**src/cwwb_pkg.sv**
```systemverilog
`timescale 1ns / 1ps

package cwwb_pkg;

    localparam int COORD_BITS     = 11;
    localparam int GAIN_FRAC_BITS = 12;
    localparam int WINDOW_HALF    = 40;

    localparam int PIX_BITS   = 8;
    localparam int SUM_BITS   = 21;
    localparam int GAIN_BITS  = 16;
    localparam int CFG_BITS   = 12;
    localparam int CHANNELS   = 3;
    localparam int CH_BITS    = 2;
    localparam int STEP_BITS  = $clog2(GAIN_BITS);
    localparam int SIZE_BITS  = COORD_BITS + 1;
    localparam int PROD_BITS  = PIX_BITS + GAIN_BITS;
    localparam int NUM_BITS   = SUM_BITS + GAIN_BITS;
    localparam int SIZE_LIMIT = 1 << COORD_BITS;

    localparam int CFG_IDX_BITS = 2;
    localparam logic [CFG_IDX_BITS-1:0] CFG_FRAME_WIDTH  = 2'd0;
    localparam logic [CFG_IDX_BITS-1:0] CFG_FRAME_HEIGHT = 2'd1;

    localparam logic [CFG_BITS-1:0] WIDTH_RESET  = CFG_BITS'(160);
    localparam logic [CFG_BITS-1:0] HEIGHT_RESET = CFG_BITS'(120);

    localparam logic [GAIN_BITS-1:0] GAIN_MAX   = '1;
    localparam logic [GAIN_BITS-1:0] GAIN_UNITY =
        (GAIN_FRAC_BITS >= GAIN_BITS) ? GAIN_MAX : GAIN_BITS'(1 << GAIN_FRAC_BITS);
    localparam logic [PIX_BITS-1:0]  PIX_MAX    = '1;

    typedef struct packed {
        logic               pix;
        logic               pick;
        logic               load;
        logic               step;
        logic               last;
        logic               clear;
        logic [CH_BITS-1:0] chan;
    } t_cmd;

    typedef struct packed {
        logic fend;
        logic out_free;
        logic skip;
        logic sat;
    } t_status;

    function automatic logic [SIZE_BITS-1:0] eff_size(input logic [CFG_BITS-1:0] v);
        logic [31:0] v32;
        v32 = 32'(v);
        if (v32 == 32'd0) begin
            return SIZE_BITS'(1);
        end else if (v32 > 32'(SIZE_LIMIT)) begin
            return SIZE_BITS'(SIZE_LIMIT);
        end
        return SIZE_BITS'(v32);
    endfunction

    function automatic logic in_window(input logic [COORD_BITS-1:0] pos,
                                       input logic [SIZE_BITS-1:0]  size);
        logic [31:0] half;
        logic [31:0] first;
        logic [31:0] last;
        half  = 32'(size) >> 1;
        first = (half > 32'(WINDOW_HALF)) ? half - 32'(WINDOW_HALF) : 32'd0;
        last  = (half + 32'(WINDOW_HALF) >= 32'(size)) ? 32'(size)
                                                       : half + 32'(WINDOW_HALF);
        return (32'(pos) >= first) && (32'(pos) < last);
    endfunction

endpackage

```
**src/cwwb_ctrl.sv**
```systemverilog
`timescale 1ns / 1ps

module cwwb_ctrl (
    input  logic              i_clk,
    input  logic              i_rst_n,
    input  logic              i_s_tvalid,
    input  logic              i_measure,
    input  cwwb_pkg::t_status i_status,
    output logic              o_s_tready,
    output cwwb_pkg::t_cmd    o_cmd
);
    import cwwb_pkg::*;

    typedef enum logic [1:0] {
        ST_RUN,
        ST_PICK,
        ST_LOAD,
        ST_STEP
    } t_state;

    t_state                r_state, n_state;
    logic [CH_BITS-1:0]    r_chan, n_chan;
    logic [STEP_BITS-1:0]  r_cnt, n_cnt;
    logic                  accept;
    logic                  chan_last;
    logic                  step_last;

    assign o_s_tready = (r_state == ST_RUN) && i_status.out_free;
    assign accept     = i_s_tvalid && o_s_tready;
    assign chan_last  = (r_chan == CH_BITS'(CHANNELS - 1));
    assign step_last  = (r_cnt == STEP_BITS'(GAIN_BITS - 1));

    always_comb begin
        n_state = r_state;
        n_chan  = r_chan;
        n_cnt   = r_cnt;
        o_cmd   = '0;
        o_cmd.chan = r_chan;
        case (r_state)
            ST_RUN: begin
                o_cmd.pix = accept;
                if (accept && i_status.fend && i_measure) begin
                    n_state = ST_PICK;
                end
            end
            ST_PICK: begin
                o_cmd.pick = 1'b1;
                n_chan     = '0;
                n_state    = ST_LOAD;
            end
            ST_LOAD: begin
                o_cmd.load = 1'b1;
                n_cnt      = '0;
                if (i_status.skip || i_status.sat) begin
                    if (chan_last) begin
                        o_cmd.clear = 1'b1;
                        n_state     = ST_RUN;
                    end else begin
                        n_chan = r_chan + CH_BITS'(1);
                    end
                end else begin
                    n_state = ST_STEP;
                end
            end
            ST_STEP: begin
                o_cmd.step = 1'b1;
                o_cmd.last = step_last;
                n_cnt      = r_cnt + STEP_BITS'(1);
                if (step_last) begin
                    if (chan_last) begin
                        o_cmd.clear = 1'b1;
                        n_state     = ST_RUN;
                    end else begin
                        n_chan  = r_chan + CH_BITS'(1);
                        n_state = ST_LOAD;
                    end
                end
            end
            default: begin
                n_state = ST_RUN;
            end
        endcase
    end

    always_ff @(posedge i_clk) begin
        if (!i_rst_n) begin
            r_state <= ST_RUN;
            r_chan  <= '0;
            r_cnt   <= '0;
        end else begin
            r_state <= n_state;
            r_chan  <= n_chan;
            r_cnt   <= n_cnt;
        end
    end

endmodule

```
**src/cwwb_datapath.sv**
```systemverilog
`timescale 1ns / 1ps

module cwwb_datapath (
    input  logic                                i_clk,
    input  logic                                i_rst_n,
    input  cwwb_pkg::t_cmd                      i_cmd,
    output cwwb_pkg::t_status                   o_status,
    input  logic                                i_cfg_valid,
    input  logic [cwwb_pkg::CFG_IDX_BITS-1:0]   i_cfg_index,
    input  logic [cwwb_pkg::CFG_BITS-1:0]       i_cfg_data,
    input  logic [cwwb_pkg::PIX_BITS-1:0]       i_pix [cwwb_pkg::CHANNELS],
    input  logic                                i_measure,
    input  logic                                i_m_tready,
    output logic                                o_m_tvalid,
    output logic [cwwb_pkg::PIX_BITS-1:0]       o_pix [cwwb_pkg::CHANNELS],
    output logic                                o_frame_end,
    output logic                                o_gains_updated
);
    import cwwb_pkg::*;

    logic [CFG_BITS-1:0]   r_frame_width;
    logic [CFG_BITS-1:0]   r_frame_height;
    logic [COORD_BITS-1:0] r_row;
    logic [COORD_BITS-1:0] r_col;
    logic [SUM_BITS-1:0]   r_sum  [CHANNELS];
    logic [GAIN_BITS-1:0]  r_gain [CHANNELS];
    logic                  r_out_valid;
    logic [PIX_BITS-1:0]   r_out_pix [CHANNELS];
    logic                  r_out_fend;
    logic                  r_out_upd;

    logic [SUM_BITS-1:0]   r_mx;
    logic [CH_BITS-1:0]    r_max_idx;
    logic                  r_all_zero;
    logic [SUM_BITS-1:0]   r_rem;
    logic [GAIN_BITS-1:0]  r_low;
    logic [SUM_BITS-1:0]   r_den;
    logic [GAIN_BITS-1:0]  r_quo;

    logic [SIZE_BITS-1:0]  w_eff;
    logic [SIZE_BITS-1:0]  h_eff;
    logic                  inwin;
    logic                  row_end;
    logic                  fend;
    logic [PIX_BITS-1:0]   bal   [CHANNELS];
    logic [SUM_BITS-1:0]   acc   [CHANNELS];
    logic [PROD_BITS-1:0]  prod  [CHANNELS];
    logic [PROD_BITS-1:0]  shr   [CHANNELS];
    logic [SUM_BITS:0]     wide  [CHANNELS];
    logic [CH_BITS-1:0]    max_idx;
    logic [NUM_BITS-1:0]   num;
    logic [SUM_BITS-1:0]   den;
    logic [SUM_BITS:0]     trial;
    logic                  ge;
    logic [SUM_BITS-1:0]   n_rem;
    logic [GAIN_BITS-1:0]  n_quo;

    assign w_eff   = eff_size(r_frame_width);
    assign h_eff   = eff_size(r_frame_height);
    assign inwin   = in_window(r_row, h_eff) && in_window(r_col, w_eff);
    assign row_end = SIZE_BITS'(r_col) >= (w_eff - SIZE_BITS'(1));
    assign fend    = row_end && (SIZE_BITS'(r_row) >= (h_eff - SIZE_BITS'(1)));

    always_comb begin
        for (int k = 0; k < CHANNELS; k++) begin
            prod[k] = PROD_BITS'(i_pix[k]) * PROD_BITS'(r_gain[k]);
            shr[k]  = prod[k] >> GAIN_FRAC_BITS;
            bal[k]  = (shr[k] > PROD_BITS'(PIX_MAX)) ? PIX_MAX : shr[k][PIX_BITS-1:0];
            wide[k] = {1'b0, r_sum[k]} + (SUM_BITS + 1)'(bal[k]);
            acc[k]  = wide[k][SUM_BITS] ? {SUM_BITS{1'b1}} : wide[k][SUM_BITS-1:0];
        end
    end

    // largest sum, ties to the lower channel
    always_comb begin
        if (r_sum[0] >= r_sum[1] && r_sum[0] >= r_sum[2]) begin
            max_idx = CH_BITS'(0);
        end else if (r_sum[1] >= r_sum[2]) begin
            max_idx = CH_BITS'(1);
        end else begin
            max_idx = CH_BITS'(2);
        end
    end

    assign den   = r_sum[i_cmd.chan];
    assign num   = NUM_BITS'(r_mx) << GAIN_FRAC_BITS;
    assign trial = {r_rem, r_low[GAIN_BITS-1]};
    assign ge    = trial >= {1'b0, r_den};
    assign n_rem = ge ? SUM_BITS'(trial - {1'b0, r_den}) : SUM_BITS'(trial);
    assign n_quo = {r_quo[GAIN_BITS-2:0], ge};

    assign o_status.fend     = fend;
    assign o_status.out_free = !r_out_valid || i_m_tready;
    assign o_status.skip     = r_all_zero || (i_cmd.chan == r_max_idx);
    assign o_status.sat      = num[NUM_BITS-1:GAIN_BITS] >= den;

    always_ff @(posedge i_clk) begin
        if (!i_rst_n) begin
            r_frame_width  <= WIDTH_RESET;
            r_frame_height <= HEIGHT_RESET;
            r_row          <= '0;
            r_col          <= '0;
            r_out_valid    <= 1'b0;
            for (int k = 0; k < CHANNELS; k++) begin
                r_sum[k]  <= '0;
                r_gain[k] <= GAIN_UNITY;
            end
        end else begin
            if (i_cfg_valid) begin
                case (i_cfg_index)
                    CFG_FRAME_WIDTH:  r_frame_width  <= i_cfg_data;
                    CFG_FRAME_HEIGHT: r_frame_height <= i_cfg_data;
                    default: ;
                endcase
            end

            if (i_cmd.pix) begin
                r_out_valid <= 1'b1;
            end else if (i_m_tready) begin
                r_out_valid <= 1'b0;
            end

            if (i_cmd.pix) begin
                for (int k = 0; k < CHANNELS; k++) begin
                    if (fend && !i_measure) begin
                        r_sum[k] <= '0;
                    end else if (inwin) begin
                        r_sum[k] <= acc[k];
                    end
                end
                if (fend) begin
                    r_row <= '0;
                    r_col <= '0;
                end else if (row_end) begin
                    r_col <= '0;
                    r_row <= r_row + COORD_BITS'(1);
                end else begin
                    r_col <= r_col + COORD_BITS'(1);
                end
            end

            if (i_cmd.load) begin
                if (o_status.skip) begin
                    r_gain[i_cmd.chan] <= GAIN_UNITY;
                end else if (o_status.sat) begin
                    r_gain[i_cmd.chan] <= GAIN_MAX;
                end
            end
            if (i_cmd.step && i_cmd.last) begin
                r_gain[i_cmd.chan] <= n_quo;
            end

            if (i_cmd.clear) begin
                for (int k = 0; k < CHANNELS; k++) begin
                    r_sum[k] <= '0;
                end
            end
        end
    end

    always_ff @(posedge i_clk) begin
        if (i_cmd.pix) begin
            r_out_pix  <= bal;
            r_out_fend <= fend;
            r_out_upd  <= fend && i_measure;
        end
        if (i_cmd.pick) begin
            r_mx       <= r_sum[max_idx];
            r_max_idx  <= max_idx;
            r_all_zero <= (r_sum[0] == '0) && (r_sum[1] == '0) && (r_sum[2] == '0);
        end
        if (i_cmd.load) begin
            r_rem <= num[NUM_BITS-1:GAIN_BITS];
            r_low <= num[GAIN_BITS-1:0];
            r_den <= den;
            r_quo <= '0;
        end else if (i_cmd.step) begin
            r_rem <= n_rem;
            r_low <= {r_low[GAIN_BITS-2:0], 1'b0};
            r_quo <= n_quo;
        end
    end

    assign o_m_tvalid      = r_out_valid;
    assign o_pix           = r_out_pix;
    assign o_frame_end     = r_out_fend;
    assign o_gains_updated = r_out_upd;

endmodule

```
**src/center_window_white_balance.sv**
```systemverilog
`timescale 1ns / 1ps

// channel   direction  handshake               payload
// s         in         i_s_tvalid/o_s_tready   tdata chan0..2, tuser measure_frame
// m         out        o_m_tvalid/i_m_tready   tdata chan0..2, tlast frame_end,
//                                              tuser gains_updated
// cfg       in         i_cfg_valid/o_cfg_ready index 0 frame_width, 1 frame_height
//
// one pixel per cycle while not stalled; each result sits in an output register from the next cycle
// a measured frame end holds s_tready low for a pick, a load per
// channel and 16 divider steps for each other channel whose quotient fits
// synchronous active-low reset: gains 1.0, sums and position zero
// otherwise the input stalls only while the output register holds an untaken item

module center_window_white_balance (
    input  logic                              i_clk,
    input  logic                              i_rst_n,
    input  logic                              i_s_tvalid,
    output logic                              o_s_tready,
    input  logic [23:0]                       i_s_tdata,   // chan0_in, chan1_in, chan2_in
    input  logic                              i_s_tuser,   // measure_frame
    output logic                              o_m_tvalid,
    input  logic                              i_m_tready,
    output logic [23:0]                       o_m_tdata,   // chan0_out, chan1_out, chan2_out
    output logic                              o_m_tlast,
    output logic                              o_m_tuser,   // gains_updated
    input  logic                              i_cfg_valid,
    output logic                              o_cfg_ready,
    input  logic [cwwb_pkg::CFG_IDX_BITS-1:0] i_cfg_index,
    input  logic [cwwb_pkg::CFG_BITS-1:0]     i_cfg_data
);
    import cwwb_pkg::*;

    t_cmd                cmd;
    t_status             status;
    logic [PIX_BITS-1:0] pix_in  [CHANNELS];
    logic [PIX_BITS-1:0] pix_out [CHANNELS];
    logic                s_accept;

    assign o_cfg_ready = 1'b1;
    assign s_accept    = i_s_tvalid && o_s_tready;

    assign pix_in[0] = i_s_tdata[7:0];
    assign pix_in[1] = i_s_tdata[15:8];
    assign pix_in[2] = i_s_tdata[23:16];
    assign o_m_tdata = {pix_out[2], pix_out[1], pix_out[0]};

    cwwb_ctrl u_ctrl (
        .i_clk      (i_clk),
        .i_rst_n    (i_rst_n),
        .i_s_tvalid (i_s_tvalid),
        .i_measure  (i_s_tuser),
        .i_status   (status),
        .o_s_tready (o_s_tready),
        .o_cmd      (cmd)
    );

    cwwb_datapath u_datapath (
        .i_clk           (i_clk),
        .i_rst_n         (i_rst_n),
        .i_cmd           (cmd),
        .o_status        (status),
        .i_cfg_valid     (i_cfg_valid && o_cfg_ready),
        .i_cfg_index     (i_cfg_index),
        .i_cfg_data      (i_cfg_data),
        .i_pix           (pix_in),
        .i_measure       (i_s_tuser),
        .i_m_tready      (i_m_tready),
        .o_m_tvalid      (o_m_tvalid),
        .o_pix           (pix_out),
        .o_frame_end     (o_m_tlast),
        .o_gains_updated (o_m_tuser)
    );

    a_no_overwrite: assert property (@(posedge i_clk) disable iff (!i_rst_n)
        s_accept |-> (!o_m_tvalid || i_m_tready))
        else $error("item accepted over an untaken result");

    a_upd_at_end: assert property (@(posedge i_clk) disable iff (!i_rst_n)
        (o_m_tvalid && o_m_tuser) |-> o_m_tlast)
        else $error("gain update flagged away from frame end");

    a_stall_on_update: assert property (@(posedge i_clk) disable iff (!i_rst_n)
        (s_accept && i_s_tuser && status.fend) |=> !o_s_tready)
        else $error("input taken during gain update");

    a_update_flag: assert property (@(posedge i_clk) disable iff (!i_rst_n)
        (s_accept && status.fend) |=> (o_m_tvalid && o_m_tlast
                                       && (o_m_tuser == $past(i_s_tuser))))
        else $error("frame end result mismatch");

endmodule
```
**config.mk**
```make
export PLATFORM = sky130hd
export DESIGN_NAME = center_window_white_balance
export DESIGN_NICKNAME = d
export VERILOG_FILES = /design/src/cwwb_pkg.sv /design/src/cwwb_ctrl.sv /design/src/cwwb_datapath.sv /design/src/center_window_white_balance.sv
export SDC_FILE = /design/constraint.sdc
export NUM_CORES = 2
export LEC_CHECK = 0
export ABC_AREA = 1
export BUFFER_PORTS_ARGS = -buffer_cell sky130_fd_sc_hd__buf_2
export CAP_MARGIN = 20
export CORE_MARGIN = 3
export CORE_UTILIZATION = 60
export CTS_BUF_LIST = sky130_fd_sc_hd__clkbuf_8
export CTS_CLUSTER_DIAMETER = 120
export DETAILED_ROUTE_END_ITERATION = 8
export PLACE_DENSITY = 0.76
export SYNTH_ARGS = -nofsm -noshare
export SYNTH_HDL_FRONTEND = slang
export SYNTH_SLANG_ARGS = --single-unit
```
**constraint.sdc**
```tcl
create_clock -name i_clk -period 10.3 [get_ports i_clk]
set_input_delay 0 -clock i_clk [delete_from_list [all_inputs] [get_ports i_clk]]
set_output_delay 0 -clock i_clk [all_outputs]
set_load 0.02 [all_outputs]
```
==> impl_metrics.tcl <==
set metrics [dict create \
    status "finished, final reports clean" \
    cpLargestDelayFamily "adder cells" \
    post_cts_buffers 0 \
    die_area_sq_mm 0.05485 \
    cts_tree "yes" \
    die_width_microns 234.2 \
    setup_violations 0 \
    met3WireLength_mm 4.392 \
    final.period_utilization 0.8691 \
    p_comb_frac 0.437 \
    synth_compound_area_frac 0.1114 \
    required_ns 10.76 \
    setup_tns_ns 0 \
    drive_above_1_share 0.04867 \
    synth_area_leaders "fa_1 (16%), edfxtp_1 (15%), ha_1 (14%)" \
    worst_pin_slew_ns 1.024 \
    internal_power_mw 2.496 \
    initial_core_util 0.6078 \
    synth_cells 4122 \
    cts.sinks 279 \
    cp-start-kind "flop" \
    synth_top_family_by_area "adder cells" \
    netlist_area_sq_mm 0.03124 \
    first_pass_iters 6 \
    ant_nets 0 \
    grt_pass1_vias 25540 \
    fp.coreArea_sq_mm 0.05141 \
    synth_fa_ha_area_frac 0.3043 \
    topRoutingLayerUsed "met4" \
    cp.arrival_ns 9.41 \
    hold_viol 0 \
    synthSimpleGateAreaFrac 0.1933 \
    drcViolationCount 0 \
    end_kind "flop" \
    ys_seq_area_frac 0.2303 \
    maxCapViolations 0 \
    power_density_mw_per_mm2 127.1 \
    route.final.wire_length_mm 76.07 \
    clk_path_buf_depth 3 \
    final.setup_skew_ns 0.03852 \
    yosysUniqueCellTypes 63 \
    synthMuxAreaShare 0 \
    finalMaxSlewViolations 0 \
    maxSlewHeadroom 0.3168 \
    vias 26400 \
    num-fill-cells 4504 \
    synthFlopType "edfxtp_1" \
    rows 83 \
    worstSkewPairLatency_ns 0.64 \
    path_clk_slew_ns 0.06 \
    p_clk_frac 0.249 \
    crit_buf_inv 7 \
    ys_seq_elements 279 \
    path_common_cell "inv_1" \
    drt-initial-drc-count 2083 \
    synth-xor-area-share 0.03055 \
    die_h_microns 234.2 \
    min_period_ns 8.952 \
    total_leakage_power_nw 17.39 \
    power_switching_mw 1.724 \
    antenna_found_initial 0 \
    cts_made_buffers 49 \
    place_area_sq_mm 0.03187 \
    fmax_ghz 0.1117 \
    gp_congestion 0.9622 \
    pin_count 73 \
    diodes 0 \
    wl_per_cell_microns 15.68 \
    crit_type "flop to flop" \
    cts-root-buf "clkbuf_8" \
    p_sw_frac 0.4085 \
    grtUsageTotal 0.2837 \
    grt_pass1_wl_mm 127.1 \
    fin_nets 4783 \
    synth.yosys.warnings 0 \
    yosys.area.top_type "fa_1" \
    grt_max_degree 60 \
    cts_max_level 2 \
    dr_wl_met2_mm 36.08 \
    hold_path.class "primary input to flop" \
    grt_setup_unrepaired "false" \
    m1WireLength_mm 32.78 \
    syn_to_final_growth_pct 6.291 \
    grt_overflow_total 0 \
    synth_area_per_cell_sq_um 7.580 \
    max_stage_delay_ns 0.70 \
    synth_top_area_share 0.1621 \
    synth_edf_count 161 \
    worstPathMaxFanout 20 \
    via_per_inst 5.442 \
    async_flop_share 0 \
    power_frac_seq 0.314 \
    irDropWorstVdd_v 0.00009170 \
    power_mw 4.220 \
    place.port_buffers 71 \
    dp_hpwl_mm 58.90 \
    fin_area_sq_mm 0.03321 \
    crit_slowest_cell "nand4_1" \
]
[power groups by stage]
stage	registers, mW	logic [mW]	clock network [mW]
6_report	1.33	1.84	1.05
3_5_place_dp	1.35	1.81	0
3_3_place_gp	1.35	1.78	0
5_1_grt	1.33	2.11	1.11
2_1_floorplan	1.36	1.34	0
4_1_cts	1.33	1.83	1.06
[routing by layer]
metal	GRT usage	up-vias
met5	0	-
met2	0.4783	869
met1	0.3776	12320
li1	-	13040
met4	0.1102	0
met3	0.02915	179
[tightest hold or removal path: stages]
cell and delay (ns):
buf_2 0.09, nand2_1 0.34, a21oi_1 0.25
[final cells by class]
class	count	area [sq um]	area share
multi-input combinational	2783	20010	0.6026
sequential	279	7198	0.2167
inverter	904	3393	0.1022
tap	680	850.8	0.02562
timing repair buffer	114	785.8	0.02366
clock buffer	49	674.4	0.02031
clock inverter	42	295.3	0.008891
[placed cells by master, fill, tap and decap left out, types with 34 or more instances in the layout]
master    Yosys  layout
nand2_1     907     907
inv_1       887     900
ha_1        355     355
fa_1        253     253
a21oi_1     249     249
nor2_1      216     213
o21ai_0     182     182
nand3_1     165     165
edfxtp_1    161     161
dfxtp_1     118     117
xor2_1       72      72
buf_2         5      71
clkbuf_8      0      49
o21ai_1      44      44
nor3_1       43      43
nand4_1      42      42
xnor2_1      37      37
o211ai_1     34      34
[per-stage QoR]
stage / utilization / cells / hold slack (ns) / setup slack (ns)
floorplan: - / 4125 / 0.1304 / 2.820
global placement: 0.6200 / 4725 / 0.2467 / 1.554
detailed placement: 0.6200 / 4725 / 0.2568 / 1.341
CTS: 0.6451 / 4848 / 0.03414 / 1.332
global route: 0.6461 / 4851 / 0.1703 / 0.5947
finish: 0.6461 / 4851 / 0.1015 / 1.348
[cells in the mapped netlist (34+ instances only)]
master and n:
nand2_1 907, inv_1 887, ha_1 355, fa_1 253, a21oi_1 249, nor2_1 216, o21ai_0 182, nand3_1 165
edfxtp_1 161, clkbuf_1 132, dfxtp_1 118, xor2_1 72, o21ai_1 44, nor3_1 43, nand4_1 42, xnor2_1 37
o211ai_1 34
[cells by family (layout without fill, tap and decap cells)]
family,Yosys count,in the layout
and+or+nand+nor,1437,1437
AOI/OAI and AO/OA,624,624
buffers and inverters,1063,1109
DFF,279,279
adders and majority gates,608,608
xor gates and xnor gates,109,109
other,2,5
[state kept, by name, indices dropped and copies added (netlist names), 11 cells and up, named ones only]
| signal | cells |
|---|---|
| u_datapath.o_pix | 24 |
| u_datapath.r_col | 11 |
| u_datapath.r_den | 21 |
| u_datapath.r_frame_height | 12 |
| u_datapath.r_frame_width | 12 |
| u_datapath.r_gain | 48 |
| u_datapath.r_mx | 21 |
| u_datapath.r_quo | 15 |
| u_datapath.r_rem | 21 |
| u_datapath.r_row | 11 |
| u_datapath.r_sum | 63 |
[path summary, 6_finish.rpt]
path	startpoint	endpoint	slack, ns	depth (start not counted)
worst max-delay path	u_datapath.r_gain[2][7]$_SDFFCE_PN0P_	u_datapath.r_sum[2][10]$_SDFFCE_PP0P_	1.35	35
worst min-delay path	i_cfg_valid	u_datapath.r_frame_width[4]$_SDFFE_PN0P_	0.10	3
worst max register to register	u_datapath.r_gain[2][7]$_SDFFCE_PN0P_	u_datapath.r_sum[2][10]$_SDFFCE_PP0P_	1.35	35
worst min register to register	u_datapath.r_quo[14]$_SDFFE_PP0P_	u_datapath.r_quo[14]$_SDFFE_PP0P_	0.48	2
[repair_timing]
item | in CTS | in global routing
endpoints found under the hold margin | 34 | 0
gates resized for setup | 0 | 0
hold buffers | 32 | 0
Power figures use the tool's default switching activity.
